`config.mk`:
```
export PLATFORM = sky130hd
export DESIGN_NAME = half_pel_interpolation_filter
export DESIGN_NICKNAME = d
export VERILOG_FILES = /design/src/rtl/core/hpi_pkg.sv /design/src/rtl/core/half_pel_interpolation_filter.sv
export SDC_FILE = /design/constraint.sdc
export NUM_CORES = 1
export LEC_CHECK = 0
export ABC_AREA = 1
export BUFFER_PORTS_ARGS = -buffer_cell sky130_fd_sc_hd__buf_2
export CORE_ASPECT_RATIO = 0.9
export CORE_UTILIZATION = 27
export CTS_CLUSTER_DIAMETER = 40
export DETAILED_ROUTE_END_ITERATION = 12
export PLACE_DENSITY = 0.5
export SYNTH_ARGS = -nofsm -noshare
export SYNTH_HDL_FRONTEND = slang
export SYNTH_SLANG_ARGS = --single-unit
```
`constraint.sdc`:
```
create_clock -name clk -period 8 [get_ports clk]
set_clock_uncertainty 0.2 [all_clocks]
set_input_delay 1.6 -clock clk [delete_from_list [all_inputs] [get_ports clk]]
set_output_delay 1.6 -clock clk [all_outputs]
set_load 0.05 [all_outputs]
```
`src/rtl/core/hpi_pkg.sv`:
```
// shared types, constants and the 8-tap half-pel filter function
`default_nettype none
package hpi_pkg;

  localparam int PIX_W          = 8;
  localparam int TAPS           = 8;
  localparam int HIST           = 7;
  localparam int ROW_WIDTH_W    = 13;
  localparam int MAX_ROW_WIDTH  = 4096;
  localparam int ROW_WIDTH_RST  = 64;
  localparam int PAD_LEAD       = 7;
  localparam int SUM_W          = 16;
  localparam int RND            = 16;
  localparam int SHIFT          = 5;

  typedef logic [PIX_W-1:0] pix_t;
  typedef logic [TAPS-1:0][PIX_W-1:0] pix_win_t;

  // symmetric taps -1,3,-7,21,21,-7,3,-1 with rounding and clamp to 0..255
  function automatic pix_t filt8(input pix_win_t w);
    logic [PIX_W:0]          a;
    logic [PIX_W:0]          b;
    logic [PIX_W:0]          c;
    logic [PIX_W:0]          d;
    logic signed [SUM_W-1:0] s;
    logic [SUM_W-SHIFT-2:0]  t;
    pix_t                    r;
    a = {1'b0, w[3]} + {1'b0, w[4]};
    b = {1'b0, w[2]} + {1'b0, w[5]};
    c = {1'b0, w[1]} + {1'b0, w[6]};
    d = {1'b0, w[0]} + {1'b0, w[7]};
    s = $signed(SUM_W'(a) * SUM_W'(21)) - $signed(SUM_W'(b) * SUM_W'(7))
      + $signed(SUM_W'(c) * SUM_W'(3)) - $signed(SUM_W'(d)) + $signed(SUM_W'(RND));
    t = s[SUM_W-2:SHIFT];
    if (s[SUM_W-1]) begin
      r = '0;
    end else if (t > (SUM_W-SHIFT-1)'(255)) begin
      r = '1;
    end else begin
      r = t[PIX_W-1:0];
    end
    return r;
  endfunction

endpackage : hpi_pkg
`default_nettype wire

```
`src/rtl/core/half_pel_interpolation_filter.sv`:
```
// half-pel interpolation filter: vertical, horizontal and diagonal 8-tap half-pel values
//
// usage:
// - input channel (in_valid / in_stall): one column of eight vertically adjacent
//   pixels per transaction, rows y-3 .. y+4; a row is fed from padded column -3
//   to column row_width+4, i.e. row_width+8 transactions per row
// - output channel (out_valid / out_stall): one transaction per real column
//   0 .. row_width-1 with half_h, half_v, half_c and row_end on the last column;
//   the seven leading padding columns and the trailing one give no output
// - cfg_we / cfg_row_width: row width, written while the block is idle; 0 acts
//   as 1, values above MAX_ROW_WIDTH act as MAX_ROW_WIDTH
// - each accepted column passes through the input register, the vertical filter
//   register and the output register
// - throughput: one column per clock while out_stall is low; each stage advances as soon
//   as the one after it is empty or moving, so bubbles between transactions cost nothing
// - out_stall holds the output register; stages behind it fill up and then
//   in_stall rises
// - reset (rst_n low, synchronous) empties the pipeline, clears the tap windows
//   and the column position, and sets the row width to 64
`default_nettype none
module half_pel_interpolation_filter #(
  parameter int MAX_ROW_WIDTH = hpi_pkg::MAX_ROW_WIDTH
) (
  input  wire logic                             clk,
  input  wire logic                             rst_n,
  input  wire logic                             cfg_we,
  input  wire logic [hpi_pkg::ROW_WIDTH_W-1:0]  cfg_row_width,
  input  wire logic                             in_valid,
  output logic                                  in_stall,
  input  wire hpi_pkg::pix_t                    in_pix_up3,
  input  wire hpi_pkg::pix_t                    in_pix_up2,
  input  wire hpi_pkg::pix_t                    in_pix_up1,
  input  wire hpi_pkg::pix_t                    in_pix_here,
  input  wire hpi_pkg::pix_t                    in_pix_dn1,
  input  wire hpi_pkg::pix_t                    in_pix_dn2,
  input  wire hpi_pkg::pix_t                    in_pix_dn3,
  input  wire hpi_pkg::pix_t                    in_pix_dn4,
  output logic                                  out_valid,
  input  wire logic                             out_stall,
  output hpi_pkg::pix_t                         out_half_h,
  output hpi_pkg::pix_t                         out_half_v,
  output hpi_pkg::pix_t                         out_half_c,
  output logic                                  out_row_end
);
  import hpi_pkg::*;

  localparam int CW = $clog2(MAX_ROW_WIDTH + PAD_LEAD + 1);
  localparam int EW = (CW > ROW_WIDTH_W) ? CW : ROW_WIDTH_W;
  localparam int WIDTH_RST = (ROW_WIDTH_RST < MAX_ROW_WIDTH) ? ROW_WIDTH_RST : MAX_ROW_WIDTH;

  // handshake
  logic s1_v_r, s2_v_r, out_v_r;
  logic out_rdy, s2_rdy, s1_rdy, s1_go, s2_go, in_go;

  assign out_rdy  = !out_v_r || !out_stall;
  assign s2_go    = s2_v_r && out_rdy;
  assign s2_rdy   = !s2_v_r || out_rdy;
  assign s1_go    = s1_v_r && s2_rdy;
  assign s1_rdy   = !s1_v_r || s2_rdy;
  assign in_stall = !s1_rdy;
  assign in_go    = in_valid && s1_rdy;

  // stage 1: input column
  pix_win_t col_r;
  // stage 2: vertical result and center pixel
  pix_t     vert_r, ctr_r;
  // tap history and row position
  pix_t     ctr_taps_r [HIST];
  pix_t     vert_taps_r[HIST];
  logic [CW-1:0] col_cnt_r, col_cnt_nxt;
  logic [CW-1:0] eff_w_r, eff_w_nxt;
  // result register
  pix_t     half_h_r, half_v_r, half_c_r;
  logic     row_end_r;

  pix_win_t cw, vw;
  pix_t     vert_nxt;
  logic [CW-1:0] last_pos;
  logic     emit;
  logic [EW-1:0] cfg_ext;

  assign vert_nxt = filt8(col_r);

  always_comb begin
    for (int i = 0; i < HIST; i++) begin
      cw[i] = ctr_taps_r[i];
      vw[i] = vert_taps_r[i];
    end
    cw[HIST] = ctr_r;
    vw[HIST] = vert_r;
  end

  assign last_pos = eff_w_r + CW'(PAD_LEAD - 1);
  assign emit     = (col_cnt_r >= CW'(PAD_LEAD)) && (col_cnt_r <= last_pos);

  always_comb begin
    if (col_cnt_r > last_pos) begin
      col_cnt_nxt = '0;
    end else begin
      col_cnt_nxt = col_cnt_r + CW'(1);
    end
  end

  // width clamped once at write time
  assign cfg_ext = EW'(cfg_row_width);
  always_comb begin
    if (cfg_ext == '0) begin
      eff_w_nxt = CW'(1);
    end else if (cfg_ext > EW'(MAX_ROW_WIDTH)) begin
      eff_w_nxt = CW'(MAX_ROW_WIDTH);
    end else begin
      eff_w_nxt = cfg_ext[CW-1:0];
    end
  end

  always_ff @(posedge clk) begin
    if (!rst_n) begin
      s1_v_r    <= 1'b0;
      s2_v_r    <= 1'b0;
      out_v_r   <= 1'b0;
      col_cnt_r <= '0;
      eff_w_r   <= CW'(WIDTH_RST);
      for (int i = 0; i < HIST; i++) begin
        ctr_taps_r[i]  <= '0;
        vert_taps_r[i] <= '0;
      end
    end else begin
      if (cfg_we) begin
        eff_w_r <= eff_w_nxt;
      end
      if (s1_rdy) begin
        s1_v_r <= in_valid;
      end
      if (s2_rdy) begin
        s2_v_r <= s1_v_r;
      end
      if (out_rdy) begin
        out_v_r <= s2_v_r && emit;
      end
      if (s2_go) begin
        col_cnt_r <= col_cnt_nxt;
        for (int i = 0; i < HIST; i++) begin
          ctr_taps_r[i]  <= cw[i+1];
          vert_taps_r[i] <= vw[i+1];
        end
      end
    end
  end

  // payload registers
  always_ff @(posedge clk) begin
    if (in_go) begin
      col_r <= {in_pix_dn4, in_pix_dn3, in_pix_dn2, in_pix_dn1,
                in_pix_here, in_pix_up1, in_pix_up2, in_pix_up3};
    end
    if (s1_go) begin
      vert_r <= vert_nxt;
      ctr_r  <= col_r[3];
    end
    if (s2_go && emit) begin
      half_h_r  <= filt8(cw);
      half_v_r  <= vw[3];
      half_c_r  <= filt8(vw);
      row_end_r <= (col_cnt_r == last_pos);
    end
  end

  assign out_valid   = out_v_r;
  assign out_half_h  = half_h_r;
  assign out_half_v  = half_v_r;
  assign out_half_c  = half_c_r;
  assign out_row_end = row_end_r;

endmodule : half_pel_interpolation_filter
`default_nettype wire

```
==> results by stage <==
Hold path:
- The type of the most critical hold path is reg2reg.
- The startpoint identified for the worst hold timing path is eff_w_r[2].

STA:
- The count of final hold-check violations was 0.
- The fraction of the cycle the final worst path needs is 93.7%.
- In the final timing run, aggregate negative setup slack is 0 ns.
- Derived from the worst setup path, the maximum achievable clock frequency is 133 MHz.
- The number of setup violations in the final report is 0.
- The worst path needs 7.49 ns of the cycle, external delays included.
- Headroom to the max-slew limit came out at 35.6%.
- The final-report max-slew violation count is 0.
- At the pin with the least slew margin, the transition time is 0.966 ns.

Global routing:
- The initial antenna violation count is 5.
- The first-pass GRT wire length is 85.8 mm.
- The remaining global-route overflow is 0.
- The maximum number of pins on one net before global-route repair is 62.
- The number of global-route vias before repair was 17,163.
- The aggregate global-route resource usage is 12.0%.

Clock network:
- The tree built by TritonCTS fans out to 246 sinks.
- At the later pin of the worst-skew pair, clock insertion delay measures 0.61 ns.
- The level count of the clock H-tree is 2.
- The TritonCTS clock tree is done.
- After clock tree synthesis, the clock-pin slew on the worst setup and hold paths is 0.05 ns.
- The number of hold buffers added after CTS was 0.
- The master cell of the clock root buffer is sky130_fd_sc_hd__clkbuf_16.
- Buffers inserted during clock tree synthesis total 50.
- The clock passes through at most 3 buffers.

Drt:
- For this run, the detailed router's first-pass iteration total came to 5.
- The total wirelength of the detailed-routed design is 50.7 mm.
- The via count normalized by instance count is 4.21.
- The detail route stage leaves a number of antenna-violating nets equal to 0.
- After the first detailed-routing iteration, the DRC count stood at 760.
- For this run, design rule violations remaining after detail routing come to 0.
- The average routed wire per standard cell is 12.4 µm.
- The routed layout has 17,238 vias.

Synth:
- The number of flops mapped to enable cells by yosys is 217.
- Each instance of the synthesized netlist takes up on average 8.38 µm².
- The synthesized instance count is 2,775.
- The cell area that synthesis handed to floorplanning was 23,300 µm².
- After synthesis, the netlist uses 48 different library cells.
- The synthesized design contains 246 register bits.
- The most used flip-flop cell after synthesis is sky130_fd_sc_hd__edfxtp_1.
- Of the synthesized area, sequential elements account for 30.5%.
- The Yosys warning count is 0.
- The fraction of registers with async set or reset after synthesis is 0%.
- The number of nets in the synthesized netlist is 3,310.

Floorplan:
- The placeable core area is 84,800 µm².
- 109 I/O pins were placed.
- The initial utilization of the core area, before any placement, comes to 27.4%.
- After floorplanning, the core was divided into 101 placement rows.
- The floorplan step defined a die boundary enclosing 87,300 µm².
- The die width is 311 µm.
- The floorplan die height is 280 µm.

Setup path:
- Among all stages on the critical path, the largest delay is contributed by sky130_fd_sc_hd__fa_1.
- The sort of element at the start of the critical path is a flop.
- The critical path in this run is classified as reg2reg.
- On the critical path the largest part of the delay comes from adder cells.
- Together, buffers and inverters on the worst path number 4.
- The category of the worst setup path capture point is a flop.
- The highest net fanout along the worst path is 6.
- The worst register-to-register path begins at vert_taps_r[2][0].
- The origin of the worst setup path is vert_taps_r[2][0].
- By instance count, the cell type seen most on the critical path is sky130_fd_sc_hd__nand2_1.
- The largest single stage delay on the critical path is 0.55 ns.
- The required time of the worst setup path is 8.14 ns.
- The data arrival time at the worst-slack endpoint is 7.63 ns.

Placement:
- The HPWL after detailed placement is 41.6 mm.
- Port buffering added 108 buffers.
- The final weighted congestion in routability-driven placement is 0.824.
- In this run the cell area measured after placement is 25,200 µm².
- After detailed placement, the design holds a cell count of 4,004.

Layout:
- In the final layout, the share of cells above drive strength 1 is 8.30%.
- The repair_antennas step left the layout with diodes totalling 0.
- The count of nets after finishing is 3,459.
- The library cell used most frequently in the layout, excluding fill and tap cells, is sky130_fd_sc_hd__inv_1.
- The area growth from synthesis to layout is 15.6%.
- In the layout the commonest cells are sky130_fd_sc_hd__inv_1 (591), sky130_fd_sc_hd__nand2_1 (529), sky130_fd_sc_hd__ha_1 (348), sky130_fd_sc_hd__nor2_1 (254), sky130_fd_sc_hd__edfxtp_1 (217).
- The finished layout holds 4,096 standard cells, fillers aside.
- The final instance area is 26,900 µm².

Status:
- The flow ran to the end, and the final reports show no timing, DRC or antenna violations.

Job:
- Max-cap violations in this run came to 0.
## synthesized netlist by cell type (10+ instances only)
master                     instances  area (µm²)
sky130_fd_sc_hd__dfxtp_1          29         581
sky130_fd_sc_hd__nand3_1         138         691
sky130_fd_sc_hd__o21ai_0          34         170
sky130_fd_sc_hd__nand4_1          38         238
sky130_fd_sc_hd__o21ai_1          11        55.1
sky130_fd_sc_hd__inv_1           592        2220
sky130_fd_sc_hd__a21oi_1         166         831
sky130_fd_sc_hd__nand2_1         530        1990
sky130_fd_sc_hd__nor3_1           20         100
sky130_fd_sc_hd__edfxtp_1        217        6520
sky130_fd_sc_hd__ha_1            348        4350
sky130_fd_sc_hd__xor2_1           95         832
sky130_fd_sc_hd__o21bai_1         26         195
sky130_fd_sc_hd__xnor2_1          50         438
sky130_fd_sc_hd__clkbuf_1         11        41.3
sky130_fd_sc_hd__nand3b_1         10        75.1
sky130_fd_sc_hd__nor2_1          257         965
sky130_fd_sc_hd__fa_1            105        2100
## metrics by stage
stage          hold WS (ns)  utilization, %  worst slack (ns)
4_1_cts               0.273            31.6             0.421
6_report              0.272            31.7             0.506
3_3_place_gp          0.258            29.7             0.539
5_1_grt               0.302            31.7         -0.000766
3_5_place_dp          0.266            29.7             0.410
2_1_floorplan         0.233               -             0.935
## repair_timing
action                                  4_1_cts  5_1_grt
setup buffers                                 0        1
gates resized for setup                       0       15
endpoints found under the setup margin        0       24
## path summary, 6_finish.rpt
check | cells past startpoint | to | slack [ns]
worst max-delay path | 33 | out_half_c[4] | 0.51
worst max register to register | 33 | out_half_c[4] | 0.51
worst min-delay path | 2 | eff_w_r[2] | 0.27
worst min register to register | 2 | eff_w_r[2] | 0.27
## kinds of logic after synthesis
kind of cell | count (synthesis) | synth area share, %
fa+ha+maj | 453 | 27.8
xor+xnor | 159 | 6.63
flops | 246 | 30.5
simple gates | 1017 | 18.2
compound gates | 280 | 6.86
buf+inv | 620 | 10.0
## area by class of cell
class,count,area (µm²)
Sequential cell,246,7100
Fill cell,8950,57900
Timing Repair Buffer,114,586
Clock buffer,61,1320
Multi-Input combinational cell,1909,13900
Clock inverter,30,298
Tap cell,1133,1420
Inverter,603,2270
## registers in the layout (all words and copies together), names as in the netlist
signal / count
vert_r: 8
eff_w_r: 13
ctr_taps_r: 56
out_half_v: 8
col_r: 64
s2_v_r: 1
ctr_r: 8
s1_v_r: 1
out_row_end: 1
vert_taps_r: 56
out_valid: 1
out_half_h: 8
col_cnt_r: 13
out_half_c: 8
## routing by layer
layer / up-vias / track usage, % / routed length, µm
met3: 64 / 2.16 / 1990
met5: - / 0 / 22
li1: 9228 / - / -
met2: 201 / 18.5 / 21200
met4: 4 / 2.84 / 830
met1: 7741 / 17.1 / 26600
## worst register-to-register path, delay by kind of cell, from the launching register on
family | cells | cell delay, ns
flops | 1 | 0.41
compound gates | 1 | 0.19
buf+inv | 4 | 0.18
fa+ha+maj | 10 | 4.07
simple gates | 16 | 1.74
xor+xnor | 2 | 0.48
Power is not shown: default switching activity piles up to over one toggle a cycle in this logic, so the estimate is an artifact.
